[config.mk]
export PLATFORM = sky130hd
export DESIGN_NAME = joint_slew_limit_servo_pwm
export DESIGN_NICKNAME = d
export VERILOG_FILES = /design/src/design/jslsp_pkg.sv /design/src/design/joint_slew_limit_servo_pwm.sv /design/src/design/jslsp_ctrl.sv /design/src/design/jslsp_dpath.sv
export SDC_FILE = /design/constraint.sdc
export NUM_CORES = 2
export LEC_CHECK = 0
export ABC_CLOCK_PERIOD_IN_PS = 17300
export CORE_ASPECT_RATIO = 0.7
export CORE_UTILIZATION = 31
export DETAILED_ROUTE_END_ITERATION = 7
export DONT_BUFFER_PORTS = 1
export PLACE_DENSITY = 0.55
export SLEW_MARGIN = 20
export SYNTH_ARGS = -nofsm -noshare
export SYNTH_HDL_FRONTEND = slang
export SYNTH_SLANG_ARGS = --single-unit
[constraint.sdc]
create_clock -name clock -period 17.3 [get_ports clock]
set_clock_uncertainty 0.05 [all_clocks]
set_input_delay 3.46 -clock clock [delete_from_list [all_inputs] [get_ports clock]]
set_output_delay 3.46 -clock clock [all_outputs]
set_load 0.1 [all_outputs]
[src/design/jslsp_pkg.sv]
package jslsp_pkg;

   localparam logic [1:0] CMD_TICK   = 2'd0;
   localparam logic [1:0] CMD_TARGET = 2'd1;
   localparam logic [1:0] CMD_LIMITS = 2'd2;

   localparam logic [1:0] CSR_PWM_MIN  = 2'd0;
   localparam logic [1:0] CSR_PWM_MAX  = 2'd1;
   localparam logic [1:0] CSR_MAX_STEP = 2'd2;

   localparam logic [11:0] PWM_MIN_RESET  = 12'd102;
   localparam logic [11:0] PWM_MAX_RESET  = 12'd512;
   localparam logic [10:0] MAX_STEP_RESET = 11'd20;

   localparam logic [10:0] FULL_SCALE  = 11'd1800;
   localparam logic [10:0] ANGLE_RESET = 11'd900;

   // floor(2^23 / 1800), exact to within one for products below 2^23
   localparam int          DIV_SHIFT = 23;
   localparam logic [12:0] DIV_RECIP = 13'd4660;

   typedef struct packed {
      logic [10:0] low;
      logic [10:0] high;
      logic        mirrored;
      logic        wired;
      logic [3:0]  channel;
   } lim_type;

   localparam lim_type LIM_RESET = '{low: 11'd0, high: 11'd1800, mirrored: 1'b0,
                                     wired: 1'b0, channel: 4'd0};

   typedef struct packed {
      logic take;
      logic clr;
      logic rd;
      logic calc;
      logic mul;
      logic load;
      logic inc;
   } dp_cmd_type;

   typedef struct packed {
      logic out_free;
      logic last;
   } dp_stat_type;

endpackage

[src/design/joint_slew_limit_servo_pwm.sv]
// set target and load limits transfers are taken in the idle state without stalling the input
// a tick steps each joint in turn through read, slew/clamp/scale, divide and output
// a tick stalls the input until the last joint's result is loaded into the output register
// the output register lets the next command in while the last result waits
// synchronous active-high reset: registers to defaults, per-joint valid bits cleared so
// every joint reads its reset angles and limits, no clearing pass
module joint_slew_limit_servo_pwm
   import jslsp_pkg::*;
#(
   parameter int JOINTS = 18
) (
   input  logic        clock,
   input  logic        reset,
   input  logic        csr_wr_en,
   input  logic [1:0]  csr_index,
   input  logic [11:0] csr_wdata,
   input  logic        req_valid,
   output logic        req_stall,
   input  logic [1:0]  req_cmd,
   input  logic [4:0]  req_joint,
   input  logic [10:0] req_angle,
   input  logic [10:0] req_limit_low,
   input  logic [10:0] req_limit_high,
   input  logic        req_reversed,
   input  logic        req_present,
   input  logic [3:0]  req_channel,
   output logic        rsp_valid,
   input  logic        rsp_stall,
   output logic [4:0]  rsp_out_joint,
   output logic [3:0]  rsp_out_channel,
   output logic [11:0] rsp_pulse,
   output logic        rsp_driven,
   output logic        rsp_last
);

   dp_cmd_type  cmd;
   dp_stat_type stat;

   jslsp_ctrl u_ctrl (
      .clock     (clock),
      .reset     (reset),
      .req_valid (req_valid),
      .req_cmd   (req_cmd),
      .stat      (stat),
      .cmd       (cmd),
      .req_stall (req_stall)
   );

   jslsp_dpath #(
      .JOINTS (JOINTS)
   ) u_dpath (
      .clock           (clock),
      .reset           (reset),
      .cmd             (cmd),
      .stat            (stat),
      .csr_wr_en       (csr_wr_en),
      .csr_index       (csr_index),
      .csr_wdata       (csr_wdata),
      .req_cmd         (req_cmd),
      .req_joint       (req_joint),
      .req_angle       (req_angle),
      .req_limit_low   (req_limit_low),
      .req_limit_high  (req_limit_high),
      .req_reversed    (req_reversed),
      .req_present     (req_present),
      .req_channel     (req_channel),
      .rsp_valid       (rsp_valid),
      .rsp_stall       (rsp_stall),
      .rsp_out_joint   (rsp_out_joint),
      .rsp_out_channel (rsp_out_channel),
      .rsp_pulse       (rsp_pulse),
      .rsp_driven      (rsp_driven),
      .rsp_last        (rsp_last)
   );

endmodule

[src/design/jslsp_ctrl.sv]
module jslsp_ctrl
   import jslsp_pkg::*;
(
   input  logic        clock,
   input  logic        reset,
   input  logic        req_valid,
   input  logic [1:0]  req_cmd,
   input  dp_stat_type stat,
   output dp_cmd_type  cmd,
   output logic        req_stall
);

   typedef enum logic [4:0] {
      ST_IDLE = 5'b00001,
      ST_READ = 5'b00010,
      ST_CALC = 5'b00100,
      ST_MUL  = 5'b01000,
      ST_EMIT = 5'b10000
   } state_type;

   state_type state_ff, state_in;

   always_ff @(posedge clock) begin
      if (reset) begin
         state_ff <= ST_IDLE;
      end else begin
         state_ff <= state_in;
      end
   end

   always_comb begin
      state_in = state_ff;
      cmd      = '0;
      case (state_ff)
         ST_IDLE: begin
            if (req_valid) begin
               cmd.take = 1'b1;
               if (req_cmd == CMD_TICK) begin
                  cmd.clr  = 1'b1;
                  state_in = ST_READ;
               end
            end
         end
         ST_READ: begin
            cmd.rd   = 1'b1;
            state_in = ST_CALC;
         end
         ST_CALC: begin
            cmd.calc = 1'b1;
            state_in = ST_MUL;
         end
         ST_MUL: begin
            cmd.mul  = 1'b1;
            state_in = ST_EMIT;
         end
         ST_EMIT: begin
            if (stat.out_free) begin
               cmd.load = 1'b1;
               if (stat.last) begin
                  state_in = ST_IDLE;
               end else begin
                  cmd.inc  = 1'b1;
                  state_in = ST_READ;
               end
            end
         end
         default: begin
            state_in = ST_IDLE;
         end
      endcase
   end

   assign req_stall = (state_ff != ST_IDLE);

   a_last_ends_tick: assert property (@(posedge clock) disable iff (reset)
      (cmd.load && stat.last) |=> (state_ff == ST_IDLE))
      else $error("tick did not end after last joint");

   a_emit_holds: assert property (@(posedge clock) disable iff (reset)
      (state_ff == ST_EMIT && !stat.out_free) |=> (state_ff == ST_EMIT))
      else $error("result step left while output busy");

endmodule

[src/design/jslsp_dpath.sv]
module jslsp_dpath
   import jslsp_pkg::*;
#(
   parameter int JOINTS = 18
) (
   input  logic        clock,
   input  logic        reset,
   input  dp_cmd_type  cmd,
   output dp_stat_type stat,
   input  logic        csr_wr_en,
   input  logic [1:0]  csr_index,
   input  logic [11:0] csr_wdata,
   input  logic [1:0]  req_cmd,
   input  logic [4:0]  req_joint,
   input  logic [10:0] req_angle,
   input  logic [10:0] req_limit_low,
   input  logic [10:0] req_limit_high,
   input  logic        req_reversed,
   input  logic        req_present,
   input  logic [3:0]  req_channel,
   output logic        rsp_valid,
   input  logic        rsp_stall,
   output logic [4:0]  rsp_out_joint,
   output logic [3:0]  rsp_out_channel,
   output logic [11:0] rsp_pulse,
   output logic        rsp_driven,
   output logic        rsp_last
);

   localparam int JW = (JOINTS > 1) ? $clog2(JOINTS) : 1;
   localparam logic [JW-1:0] LAST_IDX = JW'(JOINTS - 1);

   // configuration
   logic [11:0] pwm_min_ff, pwm_max_ff;
   logic [10:0] max_step_ff;

   always_ff @(posedge clock) begin
      if (reset) begin
         pwm_min_ff  <= PWM_MIN_RESET;
         pwm_max_ff  <= PWM_MAX_RESET;
         max_step_ff <= MAX_STEP_RESET;
      end else if (csr_wr_en) begin
         case (csr_index)
            CSR_PWM_MIN:  pwm_min_ff  <= csr_wdata;
            CSR_PWM_MAX:  pwm_max_ff  <= csr_wdata;
            CSR_MAX_STEP: max_step_ff <= csr_wdata[10:0];
            default: ;
         endcase
      end
   end

   // joint stores
   logic [10:0] cur_mem_ff [JOINTS];
   logic [10:0] tgt_mem_ff [JOINTS];
   lim_type     lim_mem_ff [JOINTS];
   logic [JOINTS-1:0] cur_vld_ff, tgt_vld_ff, lim_vld_ff;

   logic [JW-1:0] idx_ff;
   logic [JW-1:0] wr_idx;
   logic          in_range;
   logic          wr_tgt, wr_lim, wr_cur;
   logic [10:0]   sat_angle, sat_low, sat_high;
   logic [10:0]   cur_new;
   lim_type       lim_wr;

   assign wr_idx    = JW'(req_joint);
   assign in_range  = ({2'b00, req_joint} < 7'(JOINTS));
   assign wr_tgt    = cmd.take && (req_cmd == CMD_TARGET) && in_range;
   assign wr_lim    = cmd.take && (req_cmd == CMD_LIMITS) && in_range;
   assign wr_cur    = cmd.calc;
   assign sat_angle = (req_angle > FULL_SCALE) ? FULL_SCALE : req_angle;
   assign sat_low   = (req_limit_low > FULL_SCALE) ? FULL_SCALE : req_limit_low;
   assign sat_high  = (req_limit_high > FULL_SCALE) ? FULL_SCALE : req_limit_high;

   always_comb begin
      lim_wr.low      = sat_low;
      lim_wr.high     = sat_high;
      lim_wr.mirrored = req_reversed;
      lim_wr.wired    = req_present;
      lim_wr.channel  = req_channel;
   end

   always_ff @(posedge clock) begin
      if (wr_tgt) begin
         tgt_mem_ff[wr_idx] <= sat_angle;
      end
      if (wr_lim) begin
         lim_mem_ff[wr_idx] <= lim_wr;
      end
      if (wr_cur) begin
         cur_mem_ff[idx_ff] <= cur_new;
      end
   end

   always_ff @(posedge clock) begin
      if (reset) begin
         cur_vld_ff <= '0;
         tgt_vld_ff <= '0;
         lim_vld_ff <= '0;
      end else begin
         if (wr_tgt) begin
            tgt_vld_ff[wr_idx] <= 1'b1;
         end
         if (wr_lim) begin
            lim_vld_ff[wr_idx] <= 1'b1;
         end
         if (wr_cur) begin
            cur_vld_ff[idx_ff] <= 1'b1;
         end
      end
   end

   // joint counter
   always_ff @(posedge clock) begin
      if (cmd.clr) begin
         idx_ff <= '0;
      end else if (cmd.inc) begin
         idx_ff <= idx_ff + JW'(1);
      end
   end

   // registered reads
   logic [10:0] cur_q_ff, tgt_q_ff;
   lim_type     lim_q_ff;
   logic        cur_v_ff, tgt_v_ff, lim_v_ff;

   always_ff @(posedge clock) begin
      if (cmd.rd) begin
         cur_q_ff <= cur_mem_ff[idx_ff];
         tgt_q_ff <= tgt_mem_ff[idx_ff];
         lim_q_ff <= lim_mem_ff[idx_ff];
         cur_v_ff <= cur_vld_ff[idx_ff];
         tgt_v_ff <= tgt_vld_ff[idx_ff];
         lim_v_ff <= lim_vld_ff[idx_ff];
      end
   end

   // slew, clamp, mirror, scale
   logic [10:0] cur_a, tgt_a, diff, a_clamp, a_mir;
   logic [11:0] sum_up, span;
   lim_type     lim_a;
   logic [22:0] prod_in, prod_ff;
   logic        wired_ff;
   logic [3:0]  chan_ff;

   assign cur_a  = cur_v_ff ? cur_q_ff : ANGLE_RESET;
   assign tgt_a  = tgt_v_ff ? tgt_q_ff : ANGLE_RESET;
   assign lim_a  = lim_v_ff ? lim_q_ff : LIM_RESET;
   assign sum_up = {1'b0, cur_a} + {1'b0, max_step_ff};

   always_comb begin
      if (tgt_a >= cur_a) begin
         diff    = tgt_a - cur_a;
         cur_new = (diff <= max_step_ff) ? tgt_a : sum_up[10:0];
      end else begin
         diff    = cur_a - tgt_a;
         cur_new = (diff <= max_step_ff) ? tgt_a : (cur_a - max_step_ff);
      end
      if (cur_new < lim_a.low) begin
         a_clamp = lim_a.low;
      end else if (cur_new > lim_a.high) begin
         a_clamp = lim_a.high;
      end else begin
         a_clamp = cur_new;
      end
   end

   assign a_mir   = lim_a.mirrored ? (FULL_SCALE - a_clamp) : a_clamp;
   assign span    = (pwm_max_ff > pwm_min_ff) ? (pwm_max_ff - pwm_min_ff) : 12'd0;
   assign prod_in = {12'd0, a_mir} * {11'd0, span};

   always_ff @(posedge clock) begin
      if (cmd.calc) begin
         prod_ff  <= prod_in;
         wired_ff <= lim_a.wired;
         chan_ff  <= lim_a.channel;
      end
   end

   // divide by full scale: reciprocal estimate, then one correction
   logic [35:0] recip_prod;
   logic [12:0] q0_ff;

   assign recip_prod = {13'd0, prod_ff} * {23'd0, DIV_RECIP};

   always_ff @(posedge clock) begin
      if (cmd.mul) begin
         q0_ff <= recip_prod[35:DIV_SHIFT];
      end
   end

   logic [22:0] q0_back, rem;
   logic [12:0] quot;
   logic [11:0] pulse_sum;

   assign q0_back   = {10'd0, q0_ff} * 23'd1800;
   assign rem       = prod_ff - q0_back;
   assign quot      = q0_ff + {12'd0, (rem >= 23'd1800)};
   assign pulse_sum = pwm_min_ff + quot[11:0];

   // output register
   logic        rsp_valid_ff;
   logic [4:0]  rsp_joint_ff;
   logic [3:0]  rsp_chan_ff;
   logic [11:0] rsp_pulse_ff;
   logic        rsp_driven_ff, rsp_last_ff;
   logic        is_last;

   assign is_last = (idx_ff == LAST_IDX);

   always_ff @(posedge clock) begin
      if (reset) begin
         rsp_valid_ff <= 1'b0;
      end else if (cmd.load) begin
         rsp_valid_ff <= 1'b1;
      end else if (!rsp_stall) begin
         rsp_valid_ff <= 1'b0;
      end
   end

   always_ff @(posedge clock) begin
      if (cmd.load) begin
         rsp_joint_ff  <= 5'(idx_ff);
         rsp_chan_ff   <= chan_ff;
         rsp_pulse_ff  <= wired_ff ? pulse_sum : 12'd0;
         rsp_driven_ff <= wired_ff;
         rsp_last_ff   <= is_last;
      end
   end

   assign stat.out_free   = !rsp_valid_ff || !rsp_stall;
   assign stat.last       = is_last;
   assign rsp_valid       = rsp_valid_ff;
   assign rsp_out_joint   = rsp_joint_ff;
   assign rsp_out_channel = rsp_chan_ff;
   assign rsp_pulse       = rsp_pulse_ff;
   assign rsp_driven      = rsp_driven_ff;
   assign rsp_last        = rsp_last_ff;

   a_no_overwrite: assert property (@(posedge clock) disable iff (reset)
      cmd.load |-> (!rsp_valid_ff || !rsp_stall))
      else $error("untaken result overwritten");

   a_undriven_zero: assert property (@(posedge clock) disable iff (reset)
      (rsp_valid_ff && !rsp_driven_ff) |-> (rsp_pulse_ff == 12'd0))
      else $error("pulse set on undriven joint");

   a_div_bound: assert property (@(posedge clock) disable iff (reset)
      cmd.load |-> (rem < 23'd3600))
      else $error("reciprocal estimate off by more than one");

endmodule

==> results.toml <==
[outcome]
status = "finished clean"

[die]
die-area_um2 = 185000
die_w_um = 514
coreArea_um2 = 182000
die_y_um = 361
initial_core_util_pct = 31.2
rows = 131
io_pins = 90

[yosys]
yosysWarnings = 0
yosysSeqAreaShare_pct = 57.1
synth_top_area_share_pct = 53.6
synth_cells = 3937
synth_xor_xnor_area_share_pct = 1.86
syn-num-nets = 4529
synthMuxAreaShare_pct = 10.9
avgSynthCellArea_um2 = 14.5
synth.area.top_cells = "edfxtp_1, mux4_2, ha_1"
synth-compound-area-share_pct = 6.16
synth_top_family_by_area = "adder cells"
synthesis.area_um2 = 57000
ys_types = 88
yosysTopAreaCell = "edfxtp_1"
ys_ff_latch = 1117
synth_edf_count = 1017
async_flop_share_pct = 0
synth_ff_type = "edfxtp_1"
synth-adder-area-share_pct = 13.9
synth-simple-area-share_pct = 6.65

[min_path]
hold_start = "u_dpath.chan_ff[3]$_SDFFCE_PN0P_"
hold_class = "reg -> reg"

[placed_design]
gp_congestion = 0.878
portBuffers = 0
dp_hpwl_um = 93600

[critical_path]
crit_top_cell = "ha_1"
crit_start = "u_dpath.cur_v_ff$_DFFE_PP_"
crit_path_start_kind = "flip-flop"
rrSetupSlack_ns = 1.56
r2r_start = "u_dpath.cur_v_ff$_DFFE_PP_"
critPathCaptureType = "flip-flop"
cp.arrival_ns = 16.14
criticalPathCategory = "reg -> reg"
worstPathRequired_ns = 17.69
critPathSlowestCell = "edfxtp_1"
critPathMaxFanout = 25
cp_slowest_stage_delay_ns = 0.83

[global_route]
grt_max_degree = 112
grt_pass1_vias = 32600
grt_pass1_wl_um = 215000
antenna_found_initial = 4
grt.overflow.total = 0
track_usage_pct = 15.5

[timing]
setup_violations = 0
hold_viol_final = 0
hold_slack_ns = 0.370
drv_slew = 0
fin_crit_ns = 15.74
finalSetupTns_ns = 0
rsz0062_at_grt = "false"
worst_slew_pin_slew_ns = 1.10
clock.fmax_mhz = 63.5
relSlewSlack_pct = 26.6
period_share_pct = 91.0

[cts]
cts_max_level = 3
cts-hold-fix-buffers = 0
cts_setup_buffers = 0
ctsRootBufferMaster = "clkbuf_16"
cts_tree = "done"
clk_path_buf_depth = 3
clock_latency_ns = 0.76
clk_pin_slew_ns = 0.06
clock-sinks = 1117
cts-buffers-inserted = 107
cts_resized = 0

[detailed_routing]
wire_per_inst_um = 22.2
drt-total-wl_um = 144000
ant_nets = 0
vias = 32500
vias_per_cell = 4.99
drcViolationCount = 0
dr.pass1.iters = 7
drtIter0Drc = 3030

[finish]
final_common_cell = "edfxtp_1"
drive_gt1_share_pct = 15.2
nets = 4540
most-common-layout-cells = "edfxtp_1, ha_1, inv_1, nor2_1, mux4_2"
synthToLayoutAreaGrowth_pct = 11.6

[pwr]
power_w = 0.00619
vdd_drop_max_mv = 0.0777
pwr_density_cell_nw_per_um2 = 97.3
p_leak_nw = 22.4

[run]
cap_violations = 0
registers in the layout, summed over array words and instances (netlist names), 4 cells and up:
name / cells
u_dpath.pwm_min_ff: 12
u_dpath.tgt_vld_ff: 18
u_dpath.lim_vld_ff: 18
u_dpath.tgt_q_ff: 11
u_dpath.q0_ff: 13
u_dpath.lim_q_ff: 28
u_dpath.pwm_max_ff: 12
u_dpath.tgt_mem_ff: 198
u_dpath.chan_ff: 4
u_dpath.rsp_out_channel: 4
u_dpath.cur_q_ff: 11
u_dpath.cur_mem_ff: 198
u_dpath.rsp_out_joint: 5
u_dpath.cur_vld_ff: 18
u_dpath.rsp_pulse: 12
u_dpath.prod_ff: 23
u_dpath.idx_ff: 5
u_dpath.max_step_ff: 11
u_ctrl.state_ff: 5
u_dpath.lim_mem_ff: 504
report_power, final:
group          switching [W]  internal, W
clock network        0.00105      0.00124
logic               0.000550     0.000355
registers         0.00000643      0.00298
total                0.00161      0.00458
Yosys cell counts (12+ instances only):
| cell type | n |
|---|---|
| edfxtp_1 | 1017 |
| ha_1 | 363 |
| inv_1 | 335 |
| nor2_1 | 266 |
| mux4_2 | 216 |
| nand2_1 | 209 |
| fa_1 | 164 |
| a21oi_1 | 128 |
| clkbuf_1 | 122 |
| o21ai_0 | 118 |
| dfxtp_1 | 100 |
| mux2_2 | 97 |
| a22oi_1 | 96 |
| xnor2_1 | 84 |
| and2_1 | 71 |
| nor2b_1 | 54 |
| xor2_1 | 37 |
| nand2b_1 | 32 |
| and3_1 | 28 |
| a21o_1 | 27 |
| buf_1 | 26 |
| nor3_1 | 26 |
| mux2i_1 | 24 |
| nand3_1 | 24 |
| o21bai_1 | 21 |
| buf_2 | 13 |
| o31ai_1 | 13 |
| o21a_1 | 12 |
final timing paths:
check                                              end  cells after the start
setup / recovery         u_dpath.prod_ff[22]$_DFFE_PP_                     59
hold / removal    u_dpath.rsp_out_channel[3]$_DFFE_PP_                      0
setup reg to reg         u_dpath.prod_ff[22]$_DFFE_PP_                     59
hold reg to reg   u_dpath.rsp_out_channel[3]$_DFFE_PP_                      0
cells by family after synthesis:
| logic type | count (synthesis) |
|---|---|
| AND/OR/NAND/NOR | 792 |
| XOR/XNOR | 121 |
| adder cells (fa/ha/maj) | 536 |
| AO/OA/AOI/OAI | 531 |
| multiplexers | 338 |
| buffers and inverters | 502 |
| flip-flops | 1117 |
per-stage QoR:
| stage | cells | util, % | cell area (um^2) | setup slack (ns) |
|---|---|---|---|---|
| detailed placement | 6299 | 33.0 | 60100 | 1.44 |
| global placement | 6299 | 33.0 | 60100 | 1.76 |
| CTS | 6497 | 34.8 | 63500 | 1.35 |
| floorplan | 3937 | - | 57000 | 3.00 |
| global route | 6502 | 34.9 | 63600 | 0.255 |
| finish | 6502 | 34.9 | 63600 | 1.56 |
per-layer routing:
metal	share of wire [%]	wire length [um]	up-vias	GRT usage, %
met5	0	0	-	0
met4	1.3	1940	0	2.50
met1	48	69700	16700	23.6
met2	43	61500	1053	22.9
met3	7.6	11000	130	3.31
li1	-	-	14600	-
worst max-delay path: cells and delay by family, from the launching register on:
| kind | cells | cell delay [ns] |
|---|---|---|
| xor gates and xnor gates | 3 | 0.73 |
| DFF | 1 | 0.83 |
| adders and majority gates | 13 | 4.61 |
| muxes | 3 | 0.75 |
| buffers and inverters | 6 | 0.65 |
| AOI/OAI and AO/OA | 22 | 4.68 |
| and+or+nand+nor | 12 | 3.19 |
cell type report:
type	instances	area [um^2]
Multi-Input combinational cell	2318	22800
Timing Repair Buffer	67	528
Tap cell	2460	3080
Clock inverter	57	543
Fill cell	17600	119000
Sequential cell	1117	32600
Inverter	337	1260
Antenna cell	5	12.5
Clock buffer	141	2840
No activity file was read; power rests on OpenSTA's default activity.
